--- src/rtl/core/nnfd_pkg.sv ---
// ----------------------------------------------------------------------------
// nnfd_pkg
// shared types, register codes and size helpers for the frame downscaler
// ----------------------------------------------------------------------------
package nnfd_pkg;

  localparam int unsigned SIZE_W  = 13;  // frame size and counter width
  localparam int unsigned WIDE_W  = 14;  // wanted positions and sums
  localparam int unsigned PIX_W   = 32;
  localparam int unsigned IDX_W   = 3;

  localparam logic [SIZE_W-1:0] MAX_FRAME_WIDTH  = 13'd4096;
  localparam logic [SIZE_W-1:0] MAX_FRAME_HEIGHT = 13'd4096;

  // reset sizes and the quotients they give (reset mode is grey8, one pixel a beat)
  localparam logic [SIZE_W-1:0] SRC_W_RST = 13'd640;
  localparam logic [SIZE_W-1:0] SRC_H_RST = 13'd480;
  localparam logic [SIZE_W-1:0] DST_W_RST = 13'd320;
  localparam logic [SIZE_W-1:0] DST_H_RST = 13'd240;
  localparam logic [SIZE_W-1:0] COL_Q_RST = SRC_W_RST / DST_W_RST;
  localparam logic [SIZE_W-1:0] COL_R_RST = SRC_W_RST % DST_W_RST;
  localparam logic [SIZE_W-1:0] ROW_Q_RST = SRC_H_RST / DST_H_RST;
  localparam logic [SIZE_W-1:0] ROW_R_RST = SRC_H_RST % DST_H_RST;

  // restoring divider: one quotient bit per cycle
  localparam int unsigned DIV_STEPS = WIDE_W;
  localparam int unsigned DIV_CNT_W = $clog2(DIV_STEPS + 1);

  typedef enum logic [1:0] {
    MODE_GREY8  = 2'd0,
    MODE_RGB565 = 2'd1,
    MODE_RGB24  = 2'd2,
    MODE_YUYV   = 2'd3
  } pix_mode_e;

  typedef enum logic [IDX_W-1:0] {
    CFG_PIXEL_MODE    = 3'd0,
    CFG_SOURCE_WIDTH  = 3'd1,
    CFG_SOURCE_HEIGHT = 3'd2,
    CFG_TARGET_WIDTH  = 3'd3,
    CFG_TARGET_HEIGHT = 3'd4
  } cfg_idx_e;

  typedef struct packed {
    logic [PIX_W-1:0] pixel_in;
    logic             frame_start;
  } in_beat_t;

  typedef struct packed {
    logic [PIX_W-1:0] pixel_out;
    logic             line_end;
    logic             frame_end;
  } out_beat_t;

  // zero reads as one, anything above the maximum as the maximum
  function automatic logic [SIZE_W-1:0] clamp_size(input logic [SIZE_W-1:0] v,
                                                   input logic [SIZE_W-1:0] hi);
    logic [SIZE_W-1:0] r;
    if (v == '0) begin
      r = SIZE_W'(1);
    end else if (v > hi) begin
      r = hi;
    end else begin
      r = v;
    end
    return r;
  endfunction

  // yuyv widths lose bit 0 and are at least one pair
  function automatic logic [SIZE_W-1:0] even_size(input logic [SIZE_W-1:0] v);
    logic [SIZE_W-1:0] r;
    r = v & ~SIZE_W'(1);
    if (r < SIZE_W'(2)) begin
      r = SIZE_W'(2);
    end
    return r;
  endfunction

  function automatic logic [PIX_W-1:0] pixel_mask(input pix_mode_e m);
    logic [PIX_W-1:0] r;
    unique case (m)
      MODE_GREY8:  r = 32'h0000_00FF;
      MODE_RGB565: r = 32'h0000_FFFF;
      MODE_RGB24:  r = 32'h00FF_FFFF;
      MODE_YUYV:   r = 32'hFFFF_FFFF;
      default:     r = 32'hFFFF_FFFF;
    endcase
    return r;
  endfunction

endpackage

--- src/rtl/core/nnfd_div.sv ---
// ----------------------------------------------------------------------------
// nnfd_div
// restoring divider for the step quotients, one quotient bit per cycle
// ----------------------------------------------------------------------------
module nnfd_div import nnfd_pkg::*; (
  input  logic              clk_i,
  input  logic              rst_ni,
  input  logic              start_i,
  input  logic [WIDE_W-1:0] dividend_i,
  input  logic [SIZE_W-1:0] divisor_i,
  output logic              busy_o,
  output logic              done_o,
  output logic [SIZE_W-1:0] quotient_o,
  output logic [SIZE_W-1:0] remainder_o
);

  logic [DIV_CNT_W-1:0] cnt_q, cnt_d;
  logic                 done_q, done_d;
  logic [WIDE_W-1:0]    dvd_q, dvd_d;
  logic [SIZE_W-1:0]    dvs_q, dvs_d;
  logic [SIZE_W-1:0]    rem_q, rem_d;
  logic [SIZE_W-1:0]    quo_q, quo_d;
  logic [WIDE_W-1:0]    trial;
  logic                 ge;

  assign trial = {rem_q, dvd_q[WIDE_W-1]};
  assign ge    = trial >= {1'b0, dvs_q};

  always_comb begin
    cnt_d  = cnt_q;
    done_d = 1'b0;
    dvd_d  = dvd_q;
    dvs_d  = dvs_q;
    rem_d  = rem_q;
    quo_d  = quo_q;
    if (start_i) begin
      cnt_d = DIV_CNT_W'(DIV_STEPS);
      dvd_d = dividend_i;
      dvs_d = divisor_i;
      rem_d = '0;
      quo_d = '0;
    end else if (cnt_q != '0) begin
      cnt_d  = cnt_q - DIV_CNT_W'(1);
      done_d = (cnt_q == DIV_CNT_W'(1));
      dvd_d  = dvd_q << 1;
      rem_d  = ge ? SIZE_W'(trial - {1'b0, dvs_q}) : trial[SIZE_W-1:0];
      quo_d  = {quo_q[SIZE_W-2:0], ge};
    end
  end

  always_ff @(posedge clk_i or negedge rst_ni) begin
    if (!rst_ni) begin
      cnt_q  <= '0;
      done_q <= 1'b0;
    end else begin
      cnt_q  <= cnt_d;
      done_q <= done_d;
    end
  end

  always_ff @(posedge clk_i) begin
    dvd_q <= dvd_d;
    dvs_q <= dvs_d;
    rem_q <= rem_d;
    quo_q <= quo_d;
  end

  assign busy_o      = (cnt_q != '0) || done_q;
  assign done_o      = done_q;
  assign quotient_o  = quo_q;
  assign remainder_o = rem_q;

endmodule

--- src/rtl/core/nearest_neighbour_frame_downscaler.sv ---
// ----------------------------------------------------------------------------
// nearest_neighbour_frame_downscaler
// streaming nearest-neighbour downscaler for raster-order frames
// ----------------------------------------------------------------------------
//
//  channel | direction | handshake           | beat
//  --------+-----------+---------------------+--------------------------------
//  in      | sink      | in_valid/in_ready   | in_beat_t: pixel_in, frame_start
//  out     | source    | out_valid/out_ready | out_beat_t: pixel_out, line_end,
//          |           |                     |   frame_end
//  cfg     | sink      | cfg_valid/cfg_ready | cfg_index_i, cfg_data_i
//
//  one source beat a cycle; each beat updates the counters in a single pass
//  and loads at most one beat into the output register
//  the output register frees in the cycle it is taken, so a stalled sink
//  holds the source only while its result is unclaimed
//  a register write recomputes the column and row step quotients in two
//  restoring dividers: the source stalls after the write until both are done
//  reset gives 640x480 to 320x240 grey8 with its quotients preloaded
//
module nearest_neighbour_frame_downscaler import nnfd_pkg::*; (
  input  logic             clk_i,
  input  logic             rst_ni,
  input  logic             in_valid_i,
  output logic             in_ready_o,
  input  in_beat_t         in_i,
  output logic             out_valid_o,
  input  logic             out_ready_i,
  output out_beat_t        out_o,
  input  logic             cfg_valid_i,
  output logic             cfg_ready_o,
  input  logic [IDX_W-1:0] cfg_index_i,
  input  logic [SIZE_W-1:0] cfg_data_i
);

  // --------------------------------------------------------------------------
  // register file as written
  // --------------------------------------------------------------------------
  pix_mode_e         mode_q;
  logic [SIZE_W-1:0] src_w_q, src_h_q, dst_w_q, dst_h_q;
  logic              cfg_fire;
  logic              pend_q;

  assign cfg_fire = cfg_valid_i && cfg_ready_o;

  always_ff @(posedge clk_i or negedge rst_ni) begin
    if (!rst_ni) begin
      mode_q  <= MODE_GREY8;
      src_w_q <= SRC_W_RST;
      src_h_q <= SRC_H_RST;
      dst_w_q <= DST_W_RST;
      dst_h_q <= DST_H_RST;
      pend_q  <= 1'b0;
    end else begin
      pend_q <= cfg_fire;
      if (cfg_fire) begin
        unique case (cfg_index_i)
          CFG_PIXEL_MODE:    mode_q  <= pix_mode_e'(cfg_data_i[1:0]);
          CFG_SOURCE_WIDTH:  src_w_q <= cfg_data_i;
          CFG_SOURCE_HEIGHT: src_h_q <= cfg_data_i;
          CFG_TARGET_WIDTH:  dst_w_q <= cfg_data_i;
          CFG_TARGET_HEIGHT: dst_h_q <= cfg_data_i;
          default: ;  // unused index, nothing to write
        endcase
      end
    end
  end

  // --------------------------------------------------------------------------
  // effective sizes: clamp, even widths for yuyv, target never above source
  // --------------------------------------------------------------------------
  logic              yuyv_c;
  logic [SIZE_W-1:0] sw_c, sh_c, dw_c, dh_c, sw_lim, dw_lim;

  always_comb begin
    yuyv_c = (mode_q == MODE_YUYV);
    sw_lim = clamp_size(src_w_q, MAX_FRAME_WIDTH);
    dw_lim = clamp_size(dst_w_q, MAX_FRAME_WIDTH);
    sh_c   = clamp_size(src_h_q, MAX_FRAME_HEIGHT);
    dh_c   = clamp_size(dst_h_q, MAX_FRAME_HEIGHT);
    if (yuyv_c) begin
      sw_lim = even_size(sw_lim);
      dw_lim = even_size(dw_lim);
    end
    sw_c = sw_lim;
    dw_c = (dw_lim > sw_lim) ? sw_lim : dw_lim;
    if (dh_c > sh_c) begin
      dh_c = sh_c;
    end
  end

  // sizes used by the pixel path, latched as the dividers start
  pix_mode_e         emode_q;
  logic [SIZE_W-1:0] sw_q, sh_q, dw_q, dh_q;

  always_ff @(posedge clk_i or negedge rst_ni) begin
    if (!rst_ni) begin
      emode_q <= MODE_GREY8;
      sw_q    <= SRC_W_RST;
      sh_q    <= SRC_H_RST;
      dw_q    <= DST_W_RST;
      dh_q    <= DST_H_RST;
    end else if (pend_q) begin
      emode_q <= mode_q;
      sw_q    <= sw_c;
      sh_q    <= sh_c;
      dw_q    <= dw_c;
      dh_q    <= dh_c;
    end
  end

  // --------------------------------------------------------------------------
  // step quotients: columns k*sw/dw, rows sh/dh
  // --------------------------------------------------------------------------
  logic              col_busy, col_done, row_busy, row_done;
  logic [SIZE_W-1:0] col_quo, col_rem, row_quo, row_rem;
  logic [WIDE_W-1:0] col_dividend;
  logic [SIZE_W-1:0] col_q_q, col_r_q, row_q_q, row_r_q;

  assign col_dividend = yuyv_c ? {sw_c, 1'b0} : {1'b0, sw_c};

  nnfd_div u_col_div (
    .clk_i       (clk_i),
    .rst_ni      (rst_ni),
    .start_i     (pend_q),
    .dividend_i  (col_dividend),
    .divisor_i   (dw_c),
    .busy_o      (col_busy),
    .done_o      (col_done),
    .quotient_o  (col_quo),
    .remainder_o (col_rem)
  );

  nnfd_div u_row_div (
    .clk_i       (clk_i),
    .rst_ni      (rst_ni),
    .start_i     (pend_q),
    .dividend_i  ({1'b0, sh_c}),
    .divisor_i   (dh_c),
    .busy_o      (row_busy),
    .done_o      (row_done),
    .quotient_o  (row_quo),
    .remainder_o (row_rem)
  );

  always_ff @(posedge clk_i or negedge rst_ni) begin
    if (!rst_ni) begin
      col_q_q <= COL_Q_RST;
      col_r_q <= COL_R_RST;
      row_q_q <= ROW_Q_RST;
      row_r_q <= ROW_R_RST;
    end else begin
      if (col_done) begin
        col_q_q <= col_quo;
        col_r_q <= col_rem;
      end
      if (row_done) begin
        row_q_q <= row_quo;
        row_r_q <= row_rem;
      end
    end
  end

  logic cfg_busy;
  assign cfg_busy    = pend_q || col_busy || row_busy;
  assign cfg_ready_o = !cfg_busy;

  // --------------------------------------------------------------------------
  // selection counters
  // --------------------------------------------------------------------------
  logic [SIZE_W-1:0] src_col_q, src_row_q, dst_col_q, dst_row_q;
  logic [SIZE_W-1:0] src_col_d, src_row_d, dst_col_d, dst_row_d;
  logic [WIDE_W-1:0] wcol_q, wrow_q, wcol_d, wrow_d;
  logic [SIZE_W-1:0] crem_q, rrem_q, crem_d, rrem_d;

  logic [SIZE_W-1:0] c_src_col, c_src_row, c_dst_col, c_dst_row, c_crem, c_rrem;
  logic [WIDE_W-1:0] c_wcol, c_wrow;
  logic              yuyv, row_sel, col_match, emit, le, fe;
  logic [WIDE_W-1:0] k, src_sum, row_inc, crem_sum, rrem_sum;
  logic              crem_ge, rrem_ge;
  logic [PIX_W-1:0]  pix;
  logic              in_fire, out_valid_q, out_valid_d;
  out_beat_t         out_q;

  assign in_ready_o = !cfg_busy && (!out_valid_q || out_ready_i);
  assign in_fire    = in_valid_i && in_ready_o;

  always_comb begin
    yuyv = (emode_q == MODE_YUYV);
    k    = yuyv ? WIDE_W'(2) : WIDE_W'(1);

    // frame start clears everything before this beat is used
    c_src_col = in_i.frame_start ? '0 : src_col_q;
    c_src_row = in_i.frame_start ? '0 : src_row_q;
    c_dst_col = in_i.frame_start ? '0 : dst_col_q;
    c_dst_row = in_i.frame_start ? '0 : dst_row_q;
    c_wcol    = in_i.frame_start ? '0 : wcol_q;
    c_wrow    = in_i.frame_start ? '0 : wrow_q;
    c_crem    = in_i.frame_start ? '0 : crem_q;
    c_rrem    = in_i.frame_start ? '0 : rrem_q;

    row_sel   = ({1'b0, c_src_row} == c_wrow) && (c_dst_row < dh_q);
    // yuyv matches on the pair holding the wanted pixel
    col_match = yuyv ? ({1'b0, c_src_col[SIZE_W-1:1]} == c_wcol[WIDE_W-1:1])
                     : ({1'b0, c_src_col} == c_wcol);
    emit      = row_sel && (c_dst_col < dw_q) && col_match;
    le        = ({1'b0, c_dst_col} + k) >= {1'b0, dw_q};
    fe        = le && (({1'b0, c_dst_row} + WIDE_W'(1)) >= {1'b0, dh_q});

    pix = in_i.pixel_in & pixel_mask(emode_q);
    if (yuyv && c_wcol[0]) begin
      pix[7:0] = pix[23:16];  // odd wanted column: y1 stands in for y0
    end

    // column step
    crem_sum = {1'b0, c_crem} + {1'b0, col_r_q};
    crem_ge  = crem_sum >= {1'b0, dw_q};
    src_col_d = c_src_col;
    dst_col_d = c_dst_col;
    wcol_d    = c_wcol;
    crem_d    = c_crem;
    if (emit) begin
      dst_col_d = SIZE_W'({1'b0, c_dst_col} + k);
      wcol_d    = c_wcol + {1'b0, col_q_q} + WIDE_W'(crem_ge);
      crem_d    = crem_ge ? SIZE_W'(crem_sum - {1'b0, dw_q}) : crem_sum[SIZE_W-1:0];
    end

    // row step
    rrem_sum  = {1'b0, c_rrem} + {1'b0, row_r_q};
    rrem_ge   = rrem_sum >= {1'b0, dh_q};
    row_inc   = {1'b0, c_src_row} + WIDE_W'(1);
    src_row_d = c_src_row;
    dst_row_d = c_dst_row;
    wrow_d    = c_wrow;
    rrem_d    = c_rrem;

    src_sum = {1'b0, c_src_col} + k;
    if (src_sum >= {1'b0, sw_q}) begin
      // end of source line
      src_col_d = '0;
      dst_col_d = '0;
      wcol_d    = '0;
      crem_d    = '0;
      if (row_sel) begin
        dst_row_d = c_dst_row + SIZE_W'(1);
        wrow_d    = c_wrow + {1'b0, row_q_q} + WIDE_W'(rrem_ge);
        rrem_d    = rrem_ge ? SIZE_W'(rrem_sum - {1'b0, dh_q}) : rrem_sum[SIZE_W-1:0];
      end
      if (row_inc >= {1'b0, sh_q}) begin
        // end of source frame wraps to a fresh frame
        src_row_d = '0;
        dst_row_d = '0;
        wrow_d    = '0;
        rrem_d    = '0;
      end else begin
        src_row_d = row_inc[SIZE_W-1:0];
      end
    end else begin
      src_col_d = src_sum[SIZE_W-1:0];
    end
  end

  always_ff @(posedge clk_i or negedge rst_ni) begin
    if (!rst_ni) begin
      src_col_q <= '0;
      src_row_q <= '0;
      dst_col_q <= '0;
      dst_row_q <= '0;
      wcol_q    <= '0;
      wrow_q    <= '0;
      crem_q    <= '0;
      rrem_q    <= '0;
    end else if (in_fire) begin
      src_col_q <= src_col_d;
      src_row_q <= src_row_d;
      dst_col_q <= dst_col_d;
      dst_row_q <= dst_row_d;
      wcol_q    <= wcol_d;
      wrow_q    <= wrow_d;
      crem_q    <= crem_d;
      rrem_q    <= rrem_d;
    end
  end

  // --------------------------------------------------------------------------
  // output register
  // --------------------------------------------------------------------------
  always_comb begin
    out_valid_d = out_valid_q;
    if (in_fire) begin
      out_valid_d = emit;
    end else if (out_ready_i) begin
      out_valid_d = 1'b0;
    end
  end

  always_ff @(posedge clk_i or negedge rst_ni) begin
    if (!rst_ni) begin
      out_valid_q <= 1'b0;
    end else begin
      out_valid_q <= out_valid_d;
    end
  end

  always_ff @(posedge clk_i) begin
    if (in_fire && emit) begin
      out_q.pixel_out <= pix;
      out_q.line_end  <= le;
      out_q.frame_end <= fe;
    end
  end

  assign out_valid_o = out_valid_q;
  assign out_o       = out_q;

  // --------------------------------------------------------------------------
  // assertions
  // --------------------------------------------------------------------------
  a_cfg_stalls_source: assert property (@(posedge clk_i) disable iff (!rst_ni)
    cfg_fire |=> !in_ready_o)
    else $error("source taken straight after a register write");

  a_dividers_in_step: assert property (@(posedge clk_i) disable iff (!rst_ni)
    (col_busy == row_busy) && (col_done == row_done))
    else $error("column and row dividers out of step");

  a_no_beat_while_dividing: assert property (@(posedge clk_i) disable iff (!rst_ni)
    col_busy |-> !in_fire)
    else $error("source beat taken while quotients are stale");

  a_frame_end_ends_line: assert property (@(posedge clk_i) disable iff (!rst_ni)
    out_valid_o |-> (!out_o.frame_end || out_o.line_end))
    else $error("frame end without line end");

endmodule
--- config.mk ---
export PLATFORM = sky130hd
export DESIGN_NAME = nearest_neighbour_frame_downscaler
export DESIGN_NICKNAME = d
export VERILOG_FILES = /design/src/rtl/core/nnfd_pkg.sv /design/src/rtl/core/nnfd_div.sv /design/src/rtl/core/nearest_neighbour_frame_downscaler.sv
export SDC_FILE = /design/constraint.sdc
export NUM_CORES = 1
export LEC_CHECK = 0
export CORE_UTILIZATION = 50
export CTS_BUF_LIST = sky130_fd_sc_hd__clkbuf_4 sky130_fd_sc_hd__clkbuf_8
export CTS_CLUSTER_DIAMETER = 120
export DETAILED_ROUTE_END_ITERATION = 7
export DONT_BUFFER_PORTS = 1
export PLACE_DENSITY = 0.68
export SYNTH_ARGS = -nofsm -noshare
export SYNTH_HDL_FRONTEND = slang
export SYNTH_SLANG_ARGS = --single-unit
export TNS_END_PERCENT = 10
--- constraint.sdc ---
create_clock -name clk_i -period 6.4 [get_ports clk_i]
set_input_delay 1.28 -clock clk_i [delete_from_list [all_inputs] [get_ports clk_i]]
set_output_delay 1.28 -clock clk_i [all_outputs]
set_load 0.02 [all_outputs]
==> results by group <==
Logic synthesis
  – Synth Register Bits: 418
  – Synth warnings: 0
  – Top FF cell, synth: dfrtp_1
  – Cell count after synthesis: 2,666
  – Avg Synthesized Cell Area: 9.737 sq um
  – Asr flop ratio synth: about two thirds
  – Synthesized Nets: between 2,000 and 3,000
  – Sequential fraction of the synthesis area: 41.08%
  – Post-synth EDFFs: 87
  – Netlist cell types: 86
  – Post-Syn Area: 0.02596 sq mm

Layout
  – Layout area overhead: 9.789%
  – Nets: about 3,000
  – Final Util: a little under three fifths
  – Final instance area: 0.02850 sq mm
  – Final Non-Filler Cells: 3,432
  – Layout cells sized above 1: around 15%

Drt
  – Final wirelength: 64.57 mm
  – Via count: between 15,000 and 20,000
  – DRC: 0
  – WL/cell: around 19 microns
  – Vias/cell: 5.800
  – Initial drt markers: 1,424
  – Detailed Routing Iterations Pass 1: 5
  – Routed Antenna Nets: 0

Power and ir drop
  – Int Power: 7.717 mW
  – Flop pwr share: 31.5%
  – Worst vdd ir: 0.2701 mV
  – Sw Pwr: about 5.0 mW
  – Leak: 13.00 nW
  – Final Total Pwr: 12.71 mW
  – PD cells: 445.9 mW/mm^2
  – Clk pwr share: 21.1%
  – Combinational share of power: about 47%
  – Switching Fraction: 39.28%

Floorplanning
  – Full die area: 0.05283 sq mm
  – Die Y: 229.9 microns
  – Starting Density: about half
  – Row count: between 80 and 90
  – Number of top-level pins: 91
  – Core area: 0.05130 sq mm
  – Die Width: 229.9 microns

Placement
  – IO buf count: 0
  – Setup slack at placement: -0.3362 ns
  – Area of placed instances: 0.02687 sq mm
  – Routability cong.: 0.9368
  – Cells after DPL: approximately 3,300
  – DP HPWL: 46.12 mm

Timing
  – Finish-stage setup viols: 0
  – Crit path time final: 6.222 ns
  – Slew Viols, Final: 0
  – Fin crit share: between 90% and 100%
  – Slew HR: 20.20%
  – Max Freq: 160.7 MHz
  – Clock Skews: between 0.03 and 0.04 ns
  – Tightest Pin Transition: approximately 1.2 ns
  – Setup TNS: 0 ns
  – Hold slack final: 0.3241 ns
  – Setup slack after layout: 0.1778 ns
  – Final-report hold violation count: 0

Clock tree
  – H-Tree Level Count: 3
  – Total CTS buffers: 76
  – Clock root buffer master: clkbuf_8
  – Max Buffers Root-to-Sink: 3
  – Clock transition at path regs: 0.07 ns
  – TritonCTS clock tree: yes
  – Worst-Skew Late Latency: about 0.66 ns
  – Hold-fix buffers, CTS: 0
  – Sink Count: 418

Flow run
  – Max Cap Viol: 0

Global routing
  – Gr ovfl total: 0
  – Largest net degree at the start of global routing: 279
  – First-pass GRT wire length: 104.7 mm
  – Initial antenna violation count: 1
  – All-Layer GR Usage: about 25%
  – Vias in the first global route: 19,790

Worst setup path
  – Data required time of the critical path: slightly below 7 ns
  – CP arrival: 6.75 ns
  – Max FO, Critical Path: 123
  – Critical path startpoint category: input port
  – Crit end category: flop
  – Reg-to-Reg Start: rrem_q[1]
  – CP Class: in -> reg
  – Worst setup startpoint: in_i[0]

Outcome
  – Outcome: completed

Worst hold path
  – Worst Hold Class: in -> async
-- repair_timing --
item | 4_1_cts | 5_1_grt
setup buffers | 0 | 2
endpoints found under the setup margin | 0 | 1
resized for setup | 0 | 2
-- kinds of logic after synthesis --
family                   after synthesis  synth area share, %
AND/OR/NAND/NOR                      800                15.45
flip-flops                           418                41.08
adder cells (fa/ha/maj)              221                10.96
AO/OA/AOI/OAI                        590                14.55
multiplexers                         202                8.560
XOR/XNOR                             151                5.095
buffers and inverters                284                4.314
-- worst max-delay path, cell delays in order --
cell and delay (ns):
nor2b_1 0.23, xor2_1 0.27, ha_4 0.19, nand2_1 0.10
a221oi_4 0.31, a21boi_1 0.13, a211o_1 0.36, o21ai_1 0.16
a21oi_1 0.09, xnor2_1 0.26, ha_1 0.30, o21ai_0 0.19
a41oi_1 0.12, o21ai_2 0.27, nand3_4 0.12, fa_2 0.37
fa_2 0.35, a21o_1 0.17, a21oi_2 0.15, o21bai_1 0.09
a31oi_1 0.18, nor2b_1 0.08, o31a_1 0.27, o41ai_2 0.32
xnor2_1 0.10, a22o_1 0.20
-- final timing paths --
path	endpoint	slack, ns	cells after the start
max	wrow_q[12]	0.18	26
max in group asynchronous	pend_q	5.13	0
max reg2reg	wrow_q[12]	0.44	26
min	crem_q[9]	0.32	0
min reg2reg	u_col_div.quotient_o[12]	0.46	2
min in group clk_i	u_col_div.quotient_o[12]	0.46	2
-- cells in the mapped netlist, types with 42 or more instances --
master | number | share of area (%)
nand2_1 | 257 | 3.7
dfrtp_1 | 252 | 24
ha_1 | 209 | 10
inv_1 | 173 | 2.5
o21ai_0 | 165 | 3.2
mux2_2 | 160 | 6.9
a21oi_1 | 147 | 2.8
nor2_1 | 140 | 2.0
nor2b_1 | 131 | 3.2
edfxtp_1 | 87 | 10
clkbuf_1 | 78 | 1.1
xor2_1 | 78 | 2.6
xnor2_1 | 73 | 2.5
dfxtp_1 | 53 | 4.1
nand3_1 | 53 | 1.0
a21o_1 | 44 | 1.3
mux2i_1 | 42 | 1.6
-- layout by cell type (no fill, tap or decap), types with 39 or more instances in the layout --
master and instances:
xnor2_1 72, a22o_1 39, a211oi_1 40, edfxtp_1 87
nor2_1 140, nand2_1 257, buf_4 56, a21o_1 44
xor2_1 78, o21ai_0 159, nor2b_1 130, a21oi_1 142
nand3_1 53, mux2i_1 42, dfrtp_1 251, clkbuf_8 83
ha_1 207, inv_1 173, dfxtp_1 53, mux2_2 160
-- layer usage --
metal | vias to the layer above | GRT usage, % | wire, microns
li1 | 9547 | - | -
met1 | 9683 | 33.91 | 29910
met2 | 557 | 38.20 | 28660
met3 | 118 | 5.407 | 4397
met4 | 0 | 8.568 | 1608
met5 | - | 0 | 0
-- sequential cells by signal, indices dropped and copies added, names as in the netlist, 14 cells and up --
register / count
out_o: 34
u_col_div.dvd_q: 14
u_row_div.dvd_q: 14
wcol_q: 14
wrow_q: 14
-- layout make-up --
cell class	instances	area (sq um)
flip-flops and latches	418	10670
multi-input cells	1964	14310
clock buffers	111	1353
diodes	1	2.502
repair buffers	56	420.4
inverters	174	653.1
fillers	4507	22800
clock inverters	28	242.7
well taps	680	850.8
-- power groups by stage --
stage	sequential, mW	clock (mW)	combinational [mW]
after floorplan	3.76	0	4.61
after global placement	4.02	0	5.75
after detailed placement	4.04	0	5.93
after CTS	4.00	2.75	5.98
after global routing	4.09	2.86	6.67
final	4.01	2.68	6.02
No activity file was read; power rests on OpenSTA's default activity.
